--- src/hw/rtl/srr_pkg.sv ---
// Shared constants, types and helpers for the selective-repeat receiver.
`default_nettype none
package srr_pkg;

  localparam int unsigned SEQ_BITS   = 4;
  localparam int unsigned MAX_WINDOW = 8;
  localparam int unsigned SEQ_SPACE  = 1 << SEQ_BITS;
  localparam int unsigned HALF_SPACE = SEQ_SPACE / 2;
  localparam int unsigned WIN_CAP    = (MAX_WINDOW < HALF_SPACE) ? MAX_WINDOW : HALF_SPACE;

  localparam int unsigned WORD_W  = 64;
  localparam int unsigned WIN_W   = 4;
  localparam int unsigned NW      = SEQ_BITS + 1;
  localparam int unsigned CW      = (NW > WIN_W) ? NW : WIN_W;
  localparam int unsigned STEP_W  = $clog2(MAX_WINDOW + 1);
  localparam int unsigned TDATA_W = ((SEQ_BITS + WORD_W + 7) / 8) * 8;
  localparam int unsigned PAD_W   = TDATA_W - SEQ_BITS - WORD_W;

  localparam int unsigned APB_AW  = 3;
  localparam int unsigned APB_DW  = 32;
  localparam logic [WIN_W-1:0] WIN_RESET = WIN_W'(4);

  // register index is paddr[2]
  localparam logic REG_WINDOW = 1'b0;

  typedef logic [SEQ_BITS-1:0] seq_t;
  typedef logic [WORD_W-1:0]   word_t;

  typedef enum logic [1:0] {
    KIND_DISCARD = 2'd0,
    KIND_ACK     = 2'd1,
    KIND_DELIVER = 2'd2
  } kind_e;

  typedef enum logic [1:0] {
    ST_IDLE,
    ST_READ,
    ST_OUT
  } state_e;

  // window_size 0 acts as 1, large values saturate
  function automatic logic [NW-1:0] eff_window(input logic [WIN_W-1:0] win);
    logic [CW-1:0] w;
    logic [CW-1:0] n;
    w = CW'(win);
    if (w == '0) begin
      n = CW'(1);
    end else if (w > CW'(WIN_CAP)) begin
      n = CW'(WIN_CAP);
    end else begin
      n = w;
    end
    return NW'(n);
  endfunction

endpackage
`default_nettype wire

--- src/hw/rtl/selective_repeat_receiver.sv ---
// Top level: selective-repeat ARQ receiver with buffered in-order delivery.
// One packet per visit to idle; a result beat is registered, so the first
// result appears in the cycle after acceptance. A packet that delivers k words
// steps through one RAM read plus one output load per word, at most MAX_WINDOW
// words. Reset clears base and the received flags at once (flops); the payload
// RAM is not cleared and a slot is only read after it is written.
`default_nettype none
module selective_repeat_receiver (
  input  wire logic                          clk_i,
  input  wire logic                          rst_ni,
  // tdata: seq_num, payload (then zero pad); tuser: checksum_ok
  input  wire logic                          s_axis_tvalid,
  output logic                               s_axis_tready,
  input  wire logic [srr_pkg::TDATA_W-1:0]   s_axis_tdata,
  input  wire logic [0:0]                    s_axis_tuser,
  // tdata: ack_seq, data (then zero pad); tuser: result_kind
  output logic                               m_axis_tvalid,
  input  wire logic                          m_axis_tready,
  output logic      [srr_pkg::TDATA_W-1:0]   m_axis_tdata,
  output logic      [1:0]                    m_axis_tuser,
  output logic                               m_axis_tlast,
  input  wire logic                          psel,
  input  wire logic                          penable,
  input  wire logic                          pwrite,
  input  wire logic [srr_pkg::APB_AW-1:0]    paddr,
  input  wire logic [srr_pkg::APB_DW-1:0]    pwdata,
  output logic      [srr_pkg::APB_DW-1:0]    prdata,
  output logic                               pready
);
  import srr_pkg::*;

  logic [WIN_W-1:0] window;

  srr_cfg u_cfg (
    .clk_i    (clk_i),
    .rst_ni   (rst_ni),
    .psel     (psel),
    .penable  (penable),
    .pwrite   (pwrite),
    .paddr    (paddr),
    .pwdata   (pwdata),
    .prdata   (prdata),
    .pready   (pready),
    .window_o (window)
  );

  state_e              state_q, state_d;
  seq_t                base_q, base_d;
  logic [SEQ_SPACE-1:0] got_q, got_d;
  logic [STEP_W-1:0]   steps_q, steps_d;

  logic  out_valid_q, out_valid_d;
  kind_e out_kind_q, out_kind_d;
  seq_t  out_seq_q, out_seq_d;
  word_t out_data_q, out_data_d;
  logic  out_last_q, out_last_d;

  seq_t  in_seq;
  logic  in_ok;
  word_t in_word;
  logic  out_free;
  logic  in_acc;

  logic [NW-1:0] n_win;
  logic [NW-1:0] seq_off;
  logic [NW-1:0] back_lo;
  seq_t          base_nx;

  logic  ram_we;
  logic  ram_re;
  word_t ram_rdata;

  assign in_seq  = s_axis_tdata[SEQ_BITS-1:0];
  assign in_word = s_axis_tdata[SEQ_BITS +: WORD_W];
  assign in_ok   = s_axis_tuser[0];

  assign out_free      = !out_valid_q || m_axis_tready;
  assign s_axis_tready = (state_q == ST_IDLE) && out_free;
  assign in_acc        = s_axis_tvalid && s_axis_tready;

  assign n_win   = eff_window(window);
  assign seq_off = NW'(seq_t'(in_seq - base_q));
  assign back_lo = NW'(SEQ_SPACE) - n_win;
  assign base_nx = base_q + seq_t'(1);

  always_comb begin
    state_d     = state_q;
    base_d      = base_q;
    got_d       = got_q;
    steps_d     = steps_q;
    out_valid_d = out_valid_q && !m_axis_tready;
    out_kind_d  = out_kind_q;
    out_seq_d   = out_seq_q;
    out_data_d  = out_data_q;
    out_last_d  = out_last_q;
    ram_we      = 1'b0;
    ram_re      = 1'b0;

    unique case (state_q)
      ST_IDLE: begin
        if (in_acc) begin
          out_valid_d = 1'b1;
          out_seq_d   = in_seq;
          out_data_d  = '0;
          out_last_d  = 1'b1;
          steps_d     = '0;
          if (!in_ok) begin
            out_kind_d = KIND_DISCARD;
          end else if (seq_off >= n_win) begin
            // outside the window: re-ack if within one window behind base, otherwise drop
            out_kind_d = (seq_off >= back_lo) ? KIND_ACK : KIND_DISCARD;
          end else begin
            out_kind_d = KIND_ACK;
            if (!got_q[in_seq]) begin
              ram_we = 1'b1;
            end
            got_d[in_seq] = 1'b1;
            if ((in_seq == base_q) || got_q[base_q]) begin
              out_last_d = 1'b0;
              state_d    = ST_READ;
            end
          end
        end
      end
      ST_READ: begin
        ram_re  = 1'b1;
        state_d = ST_OUT;
      end
      ST_OUT: begin
        if (out_free) begin
          out_valid_d   = 1'b1;
          out_kind_d    = KIND_DELIVER;
          out_seq_d     = base_q;
          out_data_d    = ram_rdata;
          got_d[base_q] = 1'b0;
          base_d        = base_nx;
          steps_d       = steps_q + STEP_W'(1);
          if ((steps_q == STEP_W'(MAX_WINDOW - 1)) || !got_q[base_nx]) begin
            out_last_d = 1'b1;
            state_d    = ST_IDLE;
          end else begin
            out_last_d = 1'b0;
            state_d    = ST_READ;
          end
        end
      end
      default: state_d = ST_IDLE;
    endcase
  end

  srr_ram #(
    .WIDTH (WORD_W),
    .DEPTH (SEQ_SPACE)
  ) u_store (
    .clk_i   (clk_i),
    .we_i    (ram_we),
    .waddr_i (in_seq),
    .wdata_i (in_word),
    .re_i    (ram_re),
    .raddr_i (base_q),
    .rdata_o (ram_rdata)
  );

  always_ff @(posedge clk_i or negedge rst_ni) begin
    if (!rst_ni) begin
      state_q     <= ST_IDLE;
      base_q      <= '0;
      got_q       <= '0;
      steps_q     <= '0;
      out_valid_q <= 1'b0;
    end else begin
      state_q     <= state_d;
      base_q      <= base_d;
      got_q       <= got_d;
      steps_q     <= steps_d;
      out_valid_q <= out_valid_d;
    end
  end

  always_ff @(posedge clk_i) begin
    out_kind_q <= out_kind_d;
    out_seq_q  <= out_seq_d;
    out_data_q <= out_data_d;
    out_last_q <= out_last_d;
  end

  assign m_axis_tvalid = out_valid_q;
  assign m_axis_tdata  = {{PAD_W{1'b0}}, out_data_q, out_seq_q};
  assign m_axis_tuser  = out_kind_q;
  assign m_axis_tlast  = out_last_q;

`ifndef SYNTHESIS
  a_deliver_held: assert property (@(posedge clk_i) disable iff (!rst_ni)
    (state_q == ST_OUT) |-> got_q[base_q])
    else $error("delivering a slot that is not held");

  a_steps_bound: assert property (@(posedge clk_i) disable iff (!rst_ni)
    (state_q != ST_IDLE) |-> (steps_q < STEP_W'(MAX_WINDOW)))
    else $error("delivery run exceeds bound");

  a_accept_result: assert property (@(posedge clk_i) disable iff (!rst_ni)
    in_acc |=> out_valid_q)
    else $error("accepted packet gave no result beat");

  a_idle_base_free: assert property (@(posedge clk_i) disable iff (!rst_ni)
    (out_valid_q && m_axis_tready && out_last_q && state_q == ST_IDLE)
      |-> !got_q[base_q])
    else $error("held packet at base left undelivered");
`endif

endmodule
`default_nettype wire

--- src/hw/rtl/srr_ram.sv ---
// Generic single-write, single-read RAM with registered read data.
`default_nettype none
module srr_ram #(
  parameter int unsigned WIDTH = 64,
  parameter int unsigned DEPTH = 16
) (
  input  wire logic                     clk_i,
  input  wire logic                     we_i,
  input  wire logic [$clog2(DEPTH)-1:0] waddr_i,
  input  wire logic [WIDTH-1:0]         wdata_i,
  input  wire logic                     re_i,
  input  wire logic [$clog2(DEPTH)-1:0] raddr_i,
  output logic      [WIDTH-1:0]         rdata_o
);

  logic [WIDTH-1:0] mem_q [DEPTH];

  always_ff @(posedge clk_i) begin
    if (we_i) begin
      mem_q[waddr_i] <= wdata_i;
    end
    if (re_i) begin
      rdata_o <= mem_q[raddr_i];
    end
  end

endmodule
`default_nettype wire

--- src/hw/rtl/srr_cfg.sv ---
// APB register block holding the receive window size.
`default_nettype none
module srr_cfg (
  input  wire logic                          clk_i,
  input  wire logic                          rst_ni,
  input  wire logic                          psel,
  input  wire logic                          penable,
  input  wire logic                          pwrite,
  input  wire logic [srr_pkg::APB_AW-1:0]    paddr,
  input  wire logic [srr_pkg::APB_DW-1:0]    pwdata,
  output logic      [srr_pkg::APB_DW-1:0]    prdata,
  output logic                               pready,
  output logic      [srr_pkg::WIN_W-1:0]     window_o
);
  import srr_pkg::*;

  logic [WIN_W-1:0] win_q, win_d;
  logic             wr_en;

  assign pready = 1'b1;
  assign wr_en  = psel && penable && pwrite && (paddr[2] == REG_WINDOW);

  always_comb begin
    win_d = win_q;
    if (wr_en) begin
      win_d = pwdata[WIN_W-1:0];
    end
  end

  always_ff @(posedge clk_i or negedge rst_ni) begin
    if (!rst_ni) begin
      win_q <= WIN_RESET;
    end else begin
      win_q <= win_d;
    end
  end

  always_comb begin
    prdata = '0;
    if (paddr[2] == REG_WINDOW) begin
      prdata = APB_DW'(win_q);
    end
  end

  assign window_o = win_q;

endmodule
`default_nettype wire
--- config.mk ---
export PLATFORM = sky130hd
export DESIGN_NAME = selective_repeat_receiver
export DESIGN_NICKNAME = d
export VERILOG_FILES = /design/src/hw/rtl/srr_pkg.sv /design/src/hw/rtl/selective_repeat_receiver.sv /design/src/hw/rtl/srr_ram.sv /design/src/hw/rtl/srr_cfg.sv
export SDC_FILE = /design/constraint.sdc
export NUM_CORES = 1
export LEC_CHECK = 0
export BUFFER_PORTS_ARGS = -buffer_cell sky130_fd_sc_hd__buf_2
export CAP_MARGIN = 20
export CORE_MARGIN = 4
export CORE_UTILIZATION = 57
export CTS_BUF_LIST = sky130_fd_sc_hd__clkbuf_8
export CTS_CLUSTER_DIAMETER = 150
export DETAILED_ROUTE_END_ITERATION = 16
export GPL_ROUTABILITY_DRIVEN = 1
export MAX_ROUTING_LAYER = met4
export PLACE_DENSITY = 0.82
export SETUP_SLACK_MARGIN = 0.1
export SYNTH_ARGS = -nofsm -noshare
export SYNTH_HDL_FRONTEND = slang
export SYNTH_SLANG_ARGS = --single-unit
export TNS_END_PERCENT = 30
--- constraint.sdc ---
create_clock -name clk_i -period 12.65 [get_ports clk_i]
set_input_delay 0.6325 -clock clk_i [delete_from_list [all_inputs] [get_ports clk_i]]
set_output_delay 0.6325 -clock clk_i [all_outputs]
set_load 0.02 [all_outputs]
Word-level counts from Yosys, hierarchy flattened

Memories as Yosys holds them, arrays and structs flattened. A register that Yosys moved wholly into a read port is not among the register bits.
Index checks and enable logic that the tools add are counted.

Bits in registers: 102
Latch bits: 0
RAM bits: 1024
ROM bits: 0
Input port bits: 115
Output and inout port bits: 110
Logic and storage cells: 115
Memories: 1

Add/sub/neg operators: 4
$mul: 0
Div/mod/pow operators: 0
$lt $le $gt $ge: 8
Eq/ne operators: 9
Shifts and indexed selects: 0
Mux-type cells: 58
Bitwise logic cells: 4
Reduce and logical (&&, ||, !) cells: 21

Memories:

| name          | depth | width | read ports | clocked after Yosys merged registers in | wr ports | line          | source |
|---|---|---|---|---|---|---|---|
| u_store.mem_q | 16    | 64    | 1          | 1                                       | 1        | srr_ram.sv:16 | `logic [WIDTH-1:0] mem_q [DEPTH];` |

Operator list:

| operator                                                           | count |
|---|---|
| two-way mux 64 bit                                                 | 2 |
| case mux 64 bit (2 select lines)                                   | 1 |
| two-way mux 16 bit                                                 | 4 |
| case mux 16 bit (2 select lines)                                   | 1 |
| two-way mux 4 bit                                                  | 7 |
| two-way mux 1 bit                                                  | 25 |
| AND 16 bit                                                         | 1 |
| inverter 16 bit                                                    | 1 |
| OR 16 bit                                                          | 1 |
| case mux 4 bit (2 select lines)                                    | 2 |
| less-than comparator 4 x 5 -> 1 bit (second input constant)        | 3 |
| two-way mux 2 bit                                                  | 7 |
| binary-select mux 1 bit (select 4 bit)                             | 3 |
| greater-or-equal comparator 4 x 5 -> 1 bit                         | 2 |
| AND reduction 5 bit                                                | 2 |
| adder 4 x 1 -> 4 bit (second input constant)                       | 2 |
| demux 1 bit (select 4 bit)                                         | 2 |
| greater-or-equal comparator 4 x 1 -> 1 bit (second input constant) | 2 |
| logical AND 1 bit                                                  | 8 |
| inequality test 2 bit (second input constant)                      | 4 |
| case mux 2 bit (3 select lines)                                    | 1 |
| subtractor 5 bit (first input constant)                            | 1 |
| == test 4 x 3 -> 1 bit (second input constant)                     | 1 |
| == test 4 bit                                                      | 1 |
| 15 further kinds                                                   | 20 |

Logic depth before layout (Yosys ltp)

Depth after elaboration: 10
Depth in mapped cells: 16

Cells and area by module

Synthesis repeated with hierarchy kept, for this count alone.

Cells, all modules: 2058
Area total of the unflattened synthesis: 45388.5 um^2

Modules (own cells, without submodules):

| module                    | times used | cells an instance | area an instance (um^2) | sequential area each (um^2) |
|---|---|---|---|---|
| srr_ram                   | 1          | 1647              | 40222.3                 | 32671.3 |
| selective_repeat_receiver | 1          | 367               | 4735.8                  | 2807.7 |
| srr_cfg                   | 1          | 44                | 430.4                   | 101.3 |

Least setup slack after synthesis

OpenSTA, ideal clock, no wires.

Path type: register -> register
From: register base_q[1]
To: memory u_store.mem_q[9][0] (enable)
Data arrival time: 5.971 ns
Required time: 12.163 ns
Slack: 6.192 ns
Stages on the path, launching flop included: 16
Path buffers: 5
Clock period less this slack: 6.458 ns
Path through: dfrtp_1 -> clkbuf_1 -> buf_1 -> clkbuf_1 -> inv_1 -> ha_1 -> a21o_1 -> a21oi_1 -> xnor2_1 -> ha_1 -> a2111oi_2 -> o211ai_1 -> or2_2 -> clkbuf_1 -> buf_6 -> nor2_1

Word-level cells in the longest chain between the ends: 8

RTL lines:

| element                                    | line                             | source |
|---|---|---|
| from (decl)                                | selective_repeat_receiver.sv:48  | `seq_t base_q, base_d;` |
| from (signal assigned)                     | selective_repeat_receiver.sv:173 | `base_q <= base_d;` |
| subtractor 4 bit                           | selective_repeat_receiver.sv:82  | `assign seq_off = NW'(seq_t'(in_seq - base_q));` |
| greater-or-equal comparator 4 x 5 -> 1 bit | selective_repeat_receiver.sv:109 | `end else if (seq_off >= n_win) begin` |
| two-way mux 1 bit                          | selective_repeat_receiver.sv:109 |  |
| two-way mux 1 bit                          | selective_repeat_receiver.sv:107 | `if (!in_ok) begin` |
| two-way mux 1 bit                          | selective_repeat_receiver.sv:101 | `if (in_acc) begin` |
| two-way mux 1 bit                          | selective_repeat_receiver.sv:99  | `unique case (state_q)` |
| two-way mux 1 bit                          | srr_ram.sv:19                    | `if (we_i) begin` |
| two-way mux 1 bit (implied by the code)    | srr_ram.sv:20                    | `mem_q[waddr_i] <= wdata_i;` |
| to (decl)                                  | srr_ram.sv:16                    |  |

No other way between the ends.

Worst setup path in the final report

From: register base_q[1]
To: memory u_store.mem_q[5][53] (enable)

The elaborated chain is that of the path after synthesis.

==> run metrics <==
number of synthesized flops with an enable pin=1159; antenna violations before repair=17; # DRC=0; Synth warnings=0; Clock transition at path regs=0.06 ns; busiest layer in global routing=met2; Hold Crit Depth=2; Cells after Synth=1913; htree depth=4; hold buffer count at CTS=1; vias in the first global route=21900; Total GRT Usage=0.244; Area contributors post-synth=edfxtp_1 77%, mux4_2 16%, dfrtp_1 1.7%; flop-to-flop setup slack=6.99 ns; Final Max Slew Viols=0; post-synth cell types=43; via count=21200; CP startpoint kind=register; Iter 0 DRT Violations=2912; Relative slew margins=0.235; Max FO, Critical Path=59; RSZ-0062 raised after global routing=no; Seq/Total Area, Yosys=0.786; Clock Skews=0.0378 ns; die area=84000 sq um; port bufs=157; Area Growth Syn to Fin=11.7%; WL final=101 mm; Final HPWL DP=52.5 mm; Worst Setup End Kind=register; drt via density=6.28; Reg-to-Reg Start=base_q[1]; status=complete, no violations; FF/Latch Area=35600 sq um; R2R cell count=11; Min-Delay Path Class=in -> reg; largest net degree at the start of global routing=79; Fin. Hold Viols=0; critical hold path startpoint=pwdata[1]; met1 usage=0.317; Core Util, Final=0.642; Fmax achieved=0.177 GHz; met3 usage in global routing=0.0585; Sink Count=1190; Post-synth ARST share=0.0261; max-cap violations=0; pwr dens=192 nW/um^2; CTS tree=yes; height of the die=290 microns; final period utilization=0.447; Synth Area per Inst=23.7 sq um; wire per inst=29.8 microns; peak supply drop=0.000107 V; largest area contributor in the netlist=edfxtp_1; site row count=103; Clk Latency, worst-skew pair=0.82 ns; CTS Buf Count=175; Top FF cell, synth=edfxtp_1; Critical Path AT=6.08 ns; PostCTS Resize Cnt=0; CORE AREA=78900 sq um; area of the multi-input gates=9260 sq um; FF-to-FF End=u_store.mem_q[5][53]; clock tree buffer depth=3; Post-DRT Antenna Nets=0; first-pass GRT wire length=146 mm; Setup-failing EPs final=0; Final nets=2323; Hold Path End=u_cfg.window_o[1]; number of detailed-route iterations in the first pass=8; Mapped Area=45300 sq um; Fin Setup TNS=0 ns; synthesized flop and latch total=1190; Clock Tree Root=clkbuf_8; top-area cell type share of the netlist area=0.768; Critical Path Source=base_q[1]; die width=290 microns; Final min period=5.66 ns; Post-CTS Setup Inserts=0; GRT met2 Usage=0.393; Leakage Power=0.0163 uW; Starting Density=0.574; # IOs=225; Critical Path RT=13.07 ns; share of cells above drive strength 1=0.332; type of the worst setup path=reg -> reg; Slew @ Worst Pin=1.15 ns; GP Congestion=0.826; fillcell total=4903; remaining global-route overflow=0
-- worst max-delay path by stage --
stage / endpoint / depth (start not counted)
after floorplan: u_store.mem_q[9][0] / 15
after global placement: u_store.mem_q[2][3] / 11
after detailed placement: u_store.mem_q[2][5] / 11
after CTS: u_store.mem_q[0][6] / 11
after global routing: u_store.mem_q[1][6] / 11
final: u_store.mem_q[5][53] / 11
-- synth_stat cells, types with 5 or more instances --
cell type and count:
edfxtp_1 1159, mux4_2 327, and2_1 68, o21ai_0 42, clkbuf_1 37, buf_2 36, buf_4 33, dfrtp_1 30
nor2_1 29, nand2_1 24, buf_1 16, ha_1 16, inv_1 11, nand3_1 10, mux2i_1 8, xnor2_1 8
nand2b_1 6, nor2b_1 6, a211o_1 5
-- metrics by stage --
stage / hold slack (ns) / std cells / instance area, sq um / power [uW] / setup slack [ns]
6_report: 0.0975 / 3382 / 50600 / 9720 / 6.99
5_1_grt: 0.0546 / 3380 / 50600 / 10100 / 6.66
4_1_cts: 0.0316 / 3361 / 50400 / 9740 / 6.61
3_5_place_dp: 0.503 / 3058 / 47200 / 6910 / 6.69
3_3_place_gp: 0.496 / 3058 / 47200 / 6820 / 6.79
2_1_floorplan: 0.337 / 1945 / 45400 / 6380 / 6.19
-- layer usage --
layer  share of wire  vias up
li1                -     8581
met1            0.36    11100
met2            0.52     1360
met3           0.091      178
met4           0.023        0
met5               0        -
-- cells in the final DEF (no fill, tap or decap), types with 3 or more instances in the layout --
master	count
edfxtp_1	1159
mux4_2	327
clkbuf_8	181
buf_2	157
and2_1	68
inv_1	62
o21ai_0	42
conb_1	34
clkinv_1	33
buf_4	30
dfrtp_1	27
nand2_1	24
clkinv_2	18
diode_2	16
nor2_4	16
ha_1	16
nor2_1	13
nand3_1	10
xnor2_1	8
mux2i_1	8
bufinv_16	7
nand2b_1	6
inv_6	6
nor2b_1	5
a211o_1	5
a21o_1	4
mux2_2	4
clkinvlp_4	4
or2_2	3
o22ai_1	3
dfrtp_4	3
buf_16	3
-- final cells by class --
type,count,share of cell area
sequential,1190,0.703
tap,1050,0.0260
clock buffer,181,0.0492
inverter,13,0.00106
antenna,16,0.000791
multi-input combinational,618,0.183
clock inverter,121,0.0141
timing repair buffer,193,0.0225
-- critical path, stage by stage (launching register included) --
cell and delay [ns]:
dfrtp_4 1.03, inv_1 0.24, ha_1 0.36, a21o_1 0.17, a21oi_1 0.17, xnor2_1 0.13
ha_1 0.23, a2111oi_2 0.36, o211ai_1 0.22, or2_2 0.56, nor2_4 0.89, buf_4 0.85
-- state kept, by name, summed over array words and instances (netlist names) --
| signal | cells |
|---|---|
| m_axis_tvalid | 1 |
| out_data_q | 64 |
| m_axis_tlast | 1 |
| m_axis_tuser | 2 |
| got_q | 16 |
| out_seq_q | 4 |
| base_q | 4 |
| u_cfg.window_o | 4 |
| u_store.mem_q | 1024 |
| u_store.rdata_o | 64 |
| steps_q | 4 |
| state_q | 2 |
-- kinds of logic (layout without fill, tap and decap cells) --
group / after synthesis / in the layout / synth area share
other cells: 2 / 50 / 0.000166
flops: 1190 / 1190 / 0.786
simple gates: 154 / 154 / 0.0182
fa+ha+maj: 17 / 17 / 0.00486
buf+inv: 137 / 508 / 0.0154
xor+xnor: 10 / 10 / 0.00193
mux: 339 / 339 / 0.165
compound gates: 64 / 64 / 0.00840
-- where the power goes --
part | switching (uW) | internal [uW]
combinational | 1040 | 1090
clock | 1400 | 1470
sequential | 148 | 4570
Power figures use the tool's default switching activity.
